### config.mk
export PLATFORM = sky130hd
export DESIGN_NAME = second_order_disturbance_observer
export DESIGN_NICKNAME = d
export VERILOG_FILES = /design/src/design/sdo_pkg.sv /design/src/design/second_order_disturbance_observer.sv /design/src/design/sdo_mul.sv /design/src/design/sdo_core.sv
export SDC_FILE = /design/constraint.sdc
export NUM_CORES = 2
export LEC_CHECK = 0
export CAP_MARGIN = 20
export CORE_AREA = 3 3 451 453
export DETAILED_ROUTE_END_ITERATION = 8
export DIE_AREA = 0 0 454 456
export DONT_BUFFER_PORTS = 1
export PLACE_DENSITY = 0.6
export SLEW_MARGIN = 15
export SYNTH_ARGS = -nofsm -noshare
export SYNTH_HDL_FRONTEND = slang
export SYNTH_HIERARCHICAL = 1
export SYNTH_SLANG_ARGS = --single-unit
export TNS_END_PERCENT = 1
### constraint.sdc
create_clock -name clk -period 20.7 [get_ports clk]
set_clock_uncertainty 0.1 [all_clocks]
set_input_delay 4.14 -clock clk [delete_from_list [all_inputs] [get_ports clk]]
set_output_delay 4.14 -clock clk [all_outputs]
set_load 0.01 [all_outputs]
### src/design/sdo_pkg.sv
package sdo_pkg;

    localparam int QW   = 32;
    localparam int MulW = QW + 1;
    localparam int ProdW = 2 * MulW;
    localparam int AccW = QW + 3;

    typedef logic signed [QW-1:0]    q_t;
    typedef logic signed [MulW-1:0]  mul_op_t;
    typedef logic signed [ProdW-1:0] wide_t;
    typedef logic signed [AccW-1:0]  acc_t;

    typedef enum logic [1:0] {
        ST_IDLE,
        ST_RUN,
        ST_DONE
    } sdo_state_t;

    localparam logic OP_SAMPLE = 1'b0;
    localparam logic OP_CLEAR  = 1'b1;

    localparam int CfgIdxW = 3;
    localparam logic [CfgIdxW-1:0] CFG_NOMINAL_GAIN       = 3'd0;
    localparam logic [CfgIdxW-1:0] CFG_DAMPING_COEFF      = 3'd1;
    localparam logic [CfgIdxW-1:0] CFG_STIFFNESS_COEFF    = 3'd2;
    localparam logic [CfgIdxW-1:0] CFG_OBSERVER_BANDWIDTH = 3'd3;
    localparam logic [CfgIdxW-1:0] CFG_SAMPLE_PERIOD      = 3'd4;

    localparam q_t           RST_NOMINAL_GAIN       = 32'sd65536;
    localparam q_t           RST_DAMPING_COEFF      = 32'sd0;
    localparam q_t           RST_STIFFNESS_COEFF    = 32'sd0;
    localparam logic [30:0]  RST_OBSERVER_BANDWIDTH = 31'd655360;
    localparam logic [31:0]  RST_SAMPLE_PERIOD      = 32'd4294967;

    // 2 * zeta in Q16.16, zeta = 46334
    localparam mul_op_t TWO_ZETA = 33'sd92668;

    localparam q_t Q_MAX = 32'sh7FFF_FFFF;
    localparam q_t Q_MIN = 32'sh8000_0000;

    typedef struct packed {
        q_t          kn;
        q_t          a1;
        q_t          a0;
        logic [30:0] wn;
        logic [31:0] dt;
    } cfg_t;

    typedef struct packed {
        logic busy;
        logic load;
    } core_stat_t;

    function automatic q_t sat32(input wide_t v);
        q_t r;
        if (!v[ProdW-1] && (|v[ProdW-2:QW-1])) begin
            r = Q_MAX;
        end else if (v[ProdW-1] && !(&v[ProdW-2:QW-1])) begin
            r = Q_MIN;
        end else begin
            r = v[QW-1:0];
        end
        return r;
    endfunction

    function automatic acc_t acc_of(input q_t v);
        return {{(AccW-QW){v[QW-1]}}, v};
    endfunction

    function automatic wide_t widen(input acc_t v);
        return {{(ProdW-AccW){v[AccW-1]}}, v};
    endfunction

endpackage

### src/design/second_order_disturbance_observer.sv
// Sample item: eleven passes through the shared multiplier, then the result is loaded into the
// output register once it is free or being taken; the next input transfer follows the load.
// Clear item: no multiplier passes; the load and the next transfer follow in the same way.
// A result waiting in the output register does not block the next input transfer.
// rst_n (asynchronous, active low) zeroes both states and loads register defaults.
module second_order_disturbance_observer (
    input  logic                          clk,
    input  logic                          rst_n,
    input  logic                          cfg_write,
    input  logic [sdo_pkg::CfgIdxW-1:0]   cfg_index,
    input  logic [31:0]                   cfg_data,
    input  logic                          in_valid,
    output logic                          in_stall,
    input  logic                          op,
    input  logic signed [31:0]            control_in,
    input  logic signed [31:0]            measured_out,
    output logic                          out_valid,
    input  logic                          out_stall,
    output logic signed [31:0]            disturbance_est,
    output logic signed [31:0]            position_est,
    output logic signed [31:0]            velocity_est
);

    sdo_pkg::cfg_t       cfg_reg;
    sdo_pkg::core_stat_t stat;
    sdo_pkg::q_t         core_dist;
    sdo_pkg::q_t         core_pos;
    sdo_pkg::q_t         core_vel;

    logic        start;
    logic        out_free;
    logic        out_valid_reg;
    sdo_pkg::q_t disturbance_est_reg;
    sdo_pkg::q_t position_est_reg;
    sdo_pkg::q_t velocity_est_reg;

    always_ff @(posedge clk or negedge rst_n)
    begin
        if (!rst_n) begin
            cfg_reg.kn <= sdo_pkg::RST_NOMINAL_GAIN;
            cfg_reg.a1 <= sdo_pkg::RST_DAMPING_COEFF;
            cfg_reg.a0 <= sdo_pkg::RST_STIFFNESS_COEFF;
            cfg_reg.wn <= sdo_pkg::RST_OBSERVER_BANDWIDTH;
            cfg_reg.dt <= sdo_pkg::RST_SAMPLE_PERIOD;
        end else if (cfg_write) begin
            case (cfg_index)
                sdo_pkg::CFG_NOMINAL_GAIN:       cfg_reg.kn <= cfg_data;
                sdo_pkg::CFG_DAMPING_COEFF:      cfg_reg.a1 <= cfg_data;
                sdo_pkg::CFG_STIFFNESS_COEFF:    cfg_reg.a0 <= cfg_data;
                sdo_pkg::CFG_OBSERVER_BANDWIDTH: cfg_reg.wn <= cfg_data[30:0];
                sdo_pkg::CFG_SAMPLE_PERIOD:      cfg_reg.dt <= cfg_data;
                default:                         cfg_reg    <= cfg_reg;
            endcase
        end
    end

    assign in_stall = stat.busy;
    assign start    = in_valid && !stat.busy;
    assign out_free = !out_valid_reg || !out_stall;

    sdo_core u_core (
        .clk      (clk),
        .rst_n    (rst_n),
        .cfg      (cfg_reg),
        .start    (start),
        .op       (op),
        .u        (control_in),
        .y        (measured_out),
        .out_free (out_free),
        .stat     (stat),
        .dist_est (core_dist),
        .pos      (core_pos),
        .vel      (core_vel)
    );

    always_ff @(posedge clk or negedge rst_n)
    begin
        if (!rst_n) begin
            out_valid_reg <= 1'b0;
        end else if (stat.load) begin
            out_valid_reg <= 1'b1;
        end else if (!out_stall) begin
            // drop the result once transferred
            out_valid_reg <= 1'b0;
        end
    end

    always_ff @(posedge clk)
    begin
        if (stat.load) begin
            disturbance_est_reg <= core_dist;
            position_est_reg    <= core_pos;
            velocity_est_reg    <= core_vel;
        end
    end

    assign out_valid       = out_valid_reg;
    assign disturbance_est = disturbance_est_reg;
    assign position_est    = position_est_reg;
    assign velocity_est    = velocity_est_reg;

endmodule

### src/design/sdo_mul.sv
module sdo_mul (
    input  logic             clk,
    input  sdo_pkg::mul_op_t a,
    input  sdo_pkg::mul_op_t b,
    input  logic             dt_shift,
    output sdo_pkg::q_t      result
);

    sdo_pkg::wide_t product;
    sdo_pkg::wide_t product_reg;
    sdo_pkg::wide_t shifted;
    logic           dt_shift_reg;

    assign product = a * b;

    always_ff @(posedge clk)
    begin
        product_reg  <= product;
        dt_shift_reg <= dt_shift;
    end

    // floor shift: Q16.16 products drop 16 bits, products with Q0.32 dt drop 32
    always_comb
    begin
        if (dt_shift_reg) begin
            shifted = product_reg >>> 32;
        end else begin
            shifted = product_reg >>> 16;
        end
    end

    assign result = sdo_pkg::sat32(shifted);

endmodule

### src/design/sdo_core.sv
module sdo_core (
    input  logic                 clk,
    input  logic                 rst_n,
    input  sdo_pkg::cfg_t        cfg,
    input  logic                 start,
    input  logic                 op,
    input  sdo_pkg::q_t          u,
    input  sdo_pkg::q_t          y,
    input  logic                 out_free,
    output sdo_pkg::core_stat_t  stat,
    output sdo_pkg::q_t          dist_est,
    output sdo_pkg::q_t          pos,
    output sdo_pkg::q_t          vel
);

    // Step s issues multiply s and consumes the product issued at step s-1.
    localparam logic [3:0] STEP_L1     = 4'd0;
    localparam logic [3:0] STEP_L2     = 4'd1;
    localparam logic [3:0] STEP_A0X1   = 4'd2;
    localparam logic [3:0] STEP_A1X2   = 4'd3;
    localparam logic [3:0] STEP_KNU    = 4'd4;
    localparam logic [3:0] STEP_L1E    = 4'd5;
    localparam logic [3:0] STEP_L2E    = 4'd6;
    localparam logic [3:0] STEP_DX1DT  = 4'd7;
    localparam logic [3:0] STEP_DX2DT  = 4'd8;
    localparam logic [3:0] STEP_A0X1N  = 4'd9;
    localparam logic [3:0] STEP_A1X2N  = 4'd10;
    localparam logic [3:0] STEP_LAST   = 4'd11;

    sdo_pkg::sdo_state_t state_reg;
    sdo_pkg::sdo_state_t state_next;
    logic [3:0]          step_reg;
    logic [3:0]          step_next;

    sdo_pkg::q_t  pos_reg;
    sdo_pkg::q_t  vel_reg;
    sdo_pkg::q_t  e_reg;
    sdo_pkg::q_t  u_reg;
    sdo_pkg::q_t  l1_reg;
    sdo_pkg::q_t  l2_reg;
    sdo_pkg::q_t  knu_reg;
    sdo_pkg::q_t  dx1_reg;
    sdo_pkg::q_t  dx2_reg;
    sdo_pkg::q_t  dist_reg;
    sdo_pkg::acc_t acc_reg;

    sdo_pkg::mul_op_t mul_a;
    sdo_pkg::mul_op_t mul_b;
    logic             mul_dt;
    sdo_pkg::q_t      p;

    sdo_pkg::acc_t add_a;
    sdo_pkg::acc_t add_b;
    sdo_pkg::acc_t sum;
    sdo_pkg::q_t   sum_sat;

    logic run;

    assign run = (state_reg == sdo_pkg::ST_RUN);

    sdo_mul u_mul (
        .clk      (clk),
        .a        (mul_a),
        .b        (mul_b),
        .dt_shift (mul_dt),
        .result   (p)
    );

    // operand select for the shared multiplier
    always_comb
    begin
        mul_a  = '0;
        mul_b  = '0;
        mul_dt = 1'b0;
        case (step_reg)
            STEP_L1:
            begin
                mul_a = sdo_pkg::TWO_ZETA;
                mul_b = {2'b00, cfg.wn};
            end
            STEP_L2:
            begin
                mul_a = {2'b00, cfg.wn};
                mul_b = {2'b00, cfg.wn};
            end
            STEP_A0X1, STEP_A0X1N:
            begin
                mul_a = {cfg.a0[31], cfg.a0};
                mul_b = {pos_reg[31], pos_reg};
            end
            STEP_A1X2, STEP_A1X2N:
            begin
                mul_a = {cfg.a1[31], cfg.a1};
                mul_b = {vel_reg[31], vel_reg};
            end
            STEP_KNU:
            begin
                mul_a = {cfg.kn[31], cfg.kn};
                mul_b = {u_reg[31], u_reg};
            end
            STEP_L1E:
            begin
                mul_a = {l1_reg[31], l1_reg};
                mul_b = {e_reg[31], e_reg};
            end
            STEP_L2E:
            begin
                mul_a = {l2_reg[31], l2_reg};
                mul_b = {e_reg[31], e_reg};
            end
            STEP_DX1DT:
            begin
                mul_a  = {dx1_reg[31], dx1_reg};
                mul_b  = {1'b0, cfg.dt};
                mul_dt = 1'b1;
            end
            STEP_DX2DT:
            begin
                mul_a  = {dx2_reg[31], dx2_reg};
                mul_b  = {1'b0, cfg.dt};
                mul_dt = 1'b1;
            end
            default:
            begin
                mul_a = '0;
                mul_b = '0;
            end
        endcase
    end

    // shared adder: error term while idle, sums of products while running
    always_comb
    begin
        add_a = sdo_pkg::acc_of(y);
        add_b = -sdo_pkg::acc_of(pos_reg);
        if (run) begin
            case (step_reg)
                STEP_A1X2:
                begin
                    add_a = '0;
                    add_b = -sdo_pkg::acc_of(p);
                end
                STEP_KNU:
                begin
                    add_a = acc_reg;
                    add_b = -sdo_pkg::acc_of(p);
                end
                STEP_L2E:
                begin
                    add_a = sdo_pkg::acc_of(vel_reg);
                    add_b = sdo_pkg::acc_of(p);
                end
                STEP_DX2DT:
                begin
                    add_a = sdo_pkg::acc_of(pos_reg);
                    add_b = sdo_pkg::acc_of(p);
                end
                STEP_A0X1N:
                begin
                    add_a = sdo_pkg::acc_of(vel_reg);
                    add_b = sdo_pkg::acc_of(p);
                end
                default:
                begin
                    add_a = acc_reg;
                    add_b = sdo_pkg::acc_of(p);
                end
            endcase
        end
    end

    assign sum     = add_a + add_b;
    assign sum_sat = sdo_pkg::sat32(sdo_pkg::widen(sum));

    // next state
    always_comb
    begin
        state_next = state_reg;
        step_next  = step_reg;
        case (state_reg)
            sdo_pkg::ST_IDLE:
            begin
                if (start) begin
                    step_next = STEP_L1;
                    if (op == sdo_pkg::OP_CLEAR) begin
                        state_next = sdo_pkg::ST_DONE;
                    end else begin
                        state_next = sdo_pkg::ST_RUN;
                    end
                end
            end
            sdo_pkg::ST_RUN:
            begin
                if (step_reg == STEP_LAST) begin
                    state_next = sdo_pkg::ST_DONE;
                end else begin
                    step_next = step_reg + 4'd1;
                end
            end
            sdo_pkg::ST_DONE:
            begin
                if (out_free) begin
                    state_next = sdo_pkg::ST_IDLE;
                end
            end
            default:
            begin
                state_next = sdo_pkg::ST_IDLE;
            end
        endcase
    end

    // outputs
    always_comb
    begin
        stat.busy = 1'b1;
        stat.load = 1'b0;
        case (state_reg)
            sdo_pkg::ST_IDLE:
            begin
                stat.busy = 1'b0;
            end
            sdo_pkg::ST_DONE:
            begin
                stat.load = out_free;
            end
            default:
            begin
                stat.busy = 1'b1;
            end
        endcase
    end

    always_ff @(posedge clk or negedge rst_n)
    begin
        if (!rst_n) begin
            state_reg <= sdo_pkg::ST_IDLE;
            step_reg  <= STEP_L1;
            pos_reg   <= '0;
            vel_reg   <= '0;
        end else begin
            state_reg <= state_next;
            step_reg  <= step_next;
            if (start && (op == sdo_pkg::OP_CLEAR)) begin
                pos_reg <= '0;
                vel_reg <= '0;
            end else if (run && (step_reg == STEP_DX2DT)) begin
                pos_reg <= sum_sat;
            end else if (run && (step_reg == STEP_A0X1N)) begin
                vel_reg <= sum_sat;
            end
        end
    end

    always_ff @(posedge clk)
    begin
        if (start) begin
            e_reg <= sum_sat;
            u_reg <= u;
            if (op == sdo_pkg::OP_CLEAR) begin
                dist_reg <= '0;
            end
        end
        if (run) begin
            case (step_reg)
                STEP_L2:    l1_reg  <= p;
                STEP_A0X1:  l2_reg  <= p;
                STEP_A1X2:  acc_reg <= sum;
                STEP_KNU:   acc_reg <= sum;
                STEP_L1E:
                begin
                    acc_reg <= sum;
                    knu_reg <= p;
                end
                STEP_L2E:   dx1_reg <= sum_sat;
                STEP_DX1DT: dx2_reg <= sum_sat;
                // start the estimate from dx2 - Kn*u
                STEP_DX2DT: acc_reg <= sdo_pkg::acc_of(dx2_reg) - sdo_pkg::acc_of(knu_reg);
                STEP_A1X2N: acc_reg <= sum;
                STEP_LAST:  dist_reg <= sum_sat;
                default:    acc_reg <= acc_reg;
            endcase
        end
    end

    assign dist_est = dist_reg;
    assign pos      = pos_reg;
    assign vel      = vel_reg;

    a_start_idle: assert property (@(posedge clk) disable iff (!rst_n)
        start |-> (state_reg == sdo_pkg::ST_IDLE))
        else $error("item started while sequencer busy");

    a_sample_run: assert property (@(posedge clk) disable iff (!rst_n)
        (start && (op == sdo_pkg::OP_SAMPLE)) |=>
            ((state_reg == sdo_pkg::ST_RUN) && (step_reg == STEP_L1)))
        else $error("sample did not enter run at first step");

    a_clear_zero: assert property (@(posedge clk) disable iff (!rst_n)
        (start && (op == sdo_pkg::OP_CLEAR)) |=>
            ((state_reg == sdo_pkg::ST_DONE) && (pos_reg == '0) && (vel_reg == '0)))
        else $error("clear did not zero states");

    a_step_advance: assert property (@(posedge clk) disable iff (!rst_n)
        (run && (step_reg != STEP_LAST)) |=>
            (run && (step_reg == ($past(step_reg) + 4'd1))))
        else $error("step sequence broken");

    a_step_range: assert property (@(posedge clk) disable iff (!rst_n)
        run |-> (step_reg <= STEP_LAST))
        else $error("step beyond last");

endmodule

==> flow_metrics.py <==
metrics = {
    "timing": {
        "maxSlewViolCount": 0,
        "timing.final.ws_setup_ps": 9200,
        "worst_slew_pin_slew_ps": 1100,
        "finalCriticalPeriod_ps": 11500,
        "period_share_pct": 55.5,
        "relSlewSlack_pct": 26.5,
        "fin_tns_setup_ps": 0,
        "hold_viol_final": 0,
        "timing.fmax_mhz": 87.0,
        "grt_setup_unrepaired": "false",
        "setup_viol": 0,
    },
    "routing": {
        "dr.pass1.iters": 8,
        "vias": 50100,
        "via_per_inst": 5.34,
        "drtIter0Drc": 5036,
        "drc": 0,
        "antenna_left": 0,
        "wl_mm": 216,
        "wl_per_cell_um": 23.0,
    },
    "run": {
        "maxCapViolCount": 0,
    },
    "worst_setup_path": {
        "critPathMostFrequentCell": "fa_1",
        "reg2reg_slack_ps": 9200,
        "cp.buffers_inverters": 9,
        "reg2reg_depth": 31,
        "slowest_stage": "dfrtp_1",
        "cp.arrival_ps": 11980,
        "worstSetupPathType": "reg2reg",
        "slowest_delay_ps": 980,
        "crit_family": "adder cells",
        "start_kind": "register",
        "r2r_start": "u_core/step_reg[3]",
        "crit_path_end_kind": "register",
        "crit_required_ps": 21180,
        "r2r_end": "u_core/u_mul/product_reg[65]",
        "worstPathMaxFanout": 66,
    },
    "place": {
        "placed_cells": 9228,
        "dp_hpwl_mm": 161,
        "dp_slack_ps": 9330,
        "place_congestion": 0.957,
        "port_buffers": 0,
        "placed_area_um2": 72800,
    },
    "min_path": {
        "hold_start": "u_core/dist_est[25]",
        "hold_path.class": "reg2reg",
        "hold_path_end": "disturbance_est[25]",
        "holdPathStages": 0,
    },
    "clock_network": {
        "cts-resized-gates": 0,
        "cts_tree": "yes",
        "numCtsBuffers": 69,
        "clockBufferDepth": 3,
        "hold_buffers": 0,
        "cts_setup_buffers": 0,
        "htreeDepth": 3,
        "clk_latency_ps": 660,
        "path_clk_slew_ps": 60,
        "cts_root_buf": "clkbuf_16",
        "cts.sinks": 668,
    },
    "yosys": {
        "synth_ff_type": "edfxtp_1",
        "ys_ff_latch": 668,
        "yosysSeqAreaShare_pct": 25.9,
        "syn-num-nets": 8348,
        "yosys_warnings": 6,
        "yosys-top-cells-area": "fa_1 33%, edfxtp_1 15%, dfrtp_1 7.8%",
        "synth_area_leader_cell": "fa_1",
        "netlist_area_um2": 69900,
        "avgSynthCellArea_um2": 10.3,
        "async_reset_ff_share_pct": 34.4,
        "synth_cell_types": 105,
        "netlist_instances": 6813,
        "synth-edff-count": 355,
        "synth_top_area_share_pct": 32.8,
    },
    "global_routing": {
        "grt_start_max_net_pins": 231,
        "grt_overflow": 0,
        "grt_antenna_before_repair": 31,
        "grt_pass1_vias": 52600,
        "grt_pass1_wl_mm": 331,
        "grt_usage_pct": 20.9,
    },
    "floorplanning": {
        "io_pins": 203,
        "dieArea_um2": 207000,
        "start_util_pct": 35.0,
        "die_h_um": 456,
        "core_area_um2": 200000,
        "rows": 164,
        "chipWidth_um": 454,
    },
    "final_layout": {
        "drive_above_1_share_pct": 7.59,
        "area_growth_syn_to_layout_pct": 7.65,
        "final_cell_count_no_fill": 9394,
        "layout_common_cells": "1216 x inv_1, 1146 x fa_1, 760 x nand2_1, 553 x and2_1, 355 x edfxtp_1",
        "mostFrequentLayoutCell": "inv_1",
        "nNetsFinal": 8180,
        "largest_register_ffs": 159,
        "n_fill_cell": 19700,
        "fin_area_um2": 75200,
        "multiInputGateArea_um2": 45800,
        "layout.area.seq_um2": 18100,
    },
    "run_status": {
        "status": "finished clean",
    },
}
[cells in the mapped netlist, types with 22 or more instances]
cell	instances
a21o_1	56
a21oi_1	215
a221oi_1	32
a222oi_1	98
a22oi_1	64
a31oi_1	35
and2_1	554
clkbuf_1	338
dfrtp_1	217
dfxtp_1	83
edfxtp_1	355
fa_1	1146
ha_1	284
inv_1	1216
mux2_2	116
mux2_4	40
mux2i_1	36
nand2_1	770
nand2b_1	25
nand3_1	72
nand4_1	44
nor2_1	218
nor2b_1	31
nor3_1	30
o21ai_0	183
o21ai_1	22
o31ai_1	57
xnor2_1	101
xor2_1	71
[final cells by class]
class,count,area share (%)
Inverter,1217,6.07
Clock buffer,92,2.61
Sequential cell,668,24.1
Clock inverter,36,0.403
Antenna cell,36,0.120
Tap cell,2656,4.42
Timing Repair Buffer,141,1.42
Multi-Input combinational cell,4548,60.9
[through the flow]
step	hold WS (ps)	utilization, %
5_1_grt	343	37.7
4_1_cts	332	37.6
6_report	332	37.7
3_5_place_dp	318	36.5
3_3_place_gp	318	36.5
2_1_floorplan	300	-
[how the worst max path moves through the flow]
stage	from	endpoint	cells past startpoint	slack (ps)
after CTS	u_core/step_reg[3]	u_core/u_mul/product_reg[65]	31	9290
after global routing	u_core/step_reg[3]	u_core/u_mul/product_reg[65]	31	8610
after floorplan	u_core/step_reg[0]	u_core/u_mul/product_reg[60]	33	11240
final	u_core/step_reg[3]	u_core/u_mul/product_reg[65]	31	9200
after global placement	u_core/step_reg[3]	u_core/u_mul/product_reg[65]	32	9460
after detailed placement	u_core/step_reg[3]	u_core/u_mul/product_reg[65]	31	9330
[cells by family after synthesis]
group	after synthesis	share of synthesized area (%)
muxes	199	3.36
and+or+nand+nor	1830	12.9
xor gates and xnor gates	173	2.18
DFF	668	25.9
adders and majority gates	1430	37.9
AOI/OAI and AO/OA	916	9.00
buffers and inverters	1597	8.79
[worst register-to-register path: cells and delay by family (launching register included)]
family          cells  cell delay, ps
fa+ha+maj           9            4330
buf+inv             9            2600
simple gates        8            2300
flops               1             980
compound gates      4             980
xor+xnor            1             140
[routing by layer]
layer	up-vias	track usage (%)	wire (µm)
met2	2083	33.5	102000
met5	-	0	13
met1	26200	28.1	87500
li1	21500	-	-
met4	2	9.77	11000
met3	403	2.66	15300
Power is not shown: default switching activity piles up to over one toggle a cycle in this logic, so the estimate is an artifact.
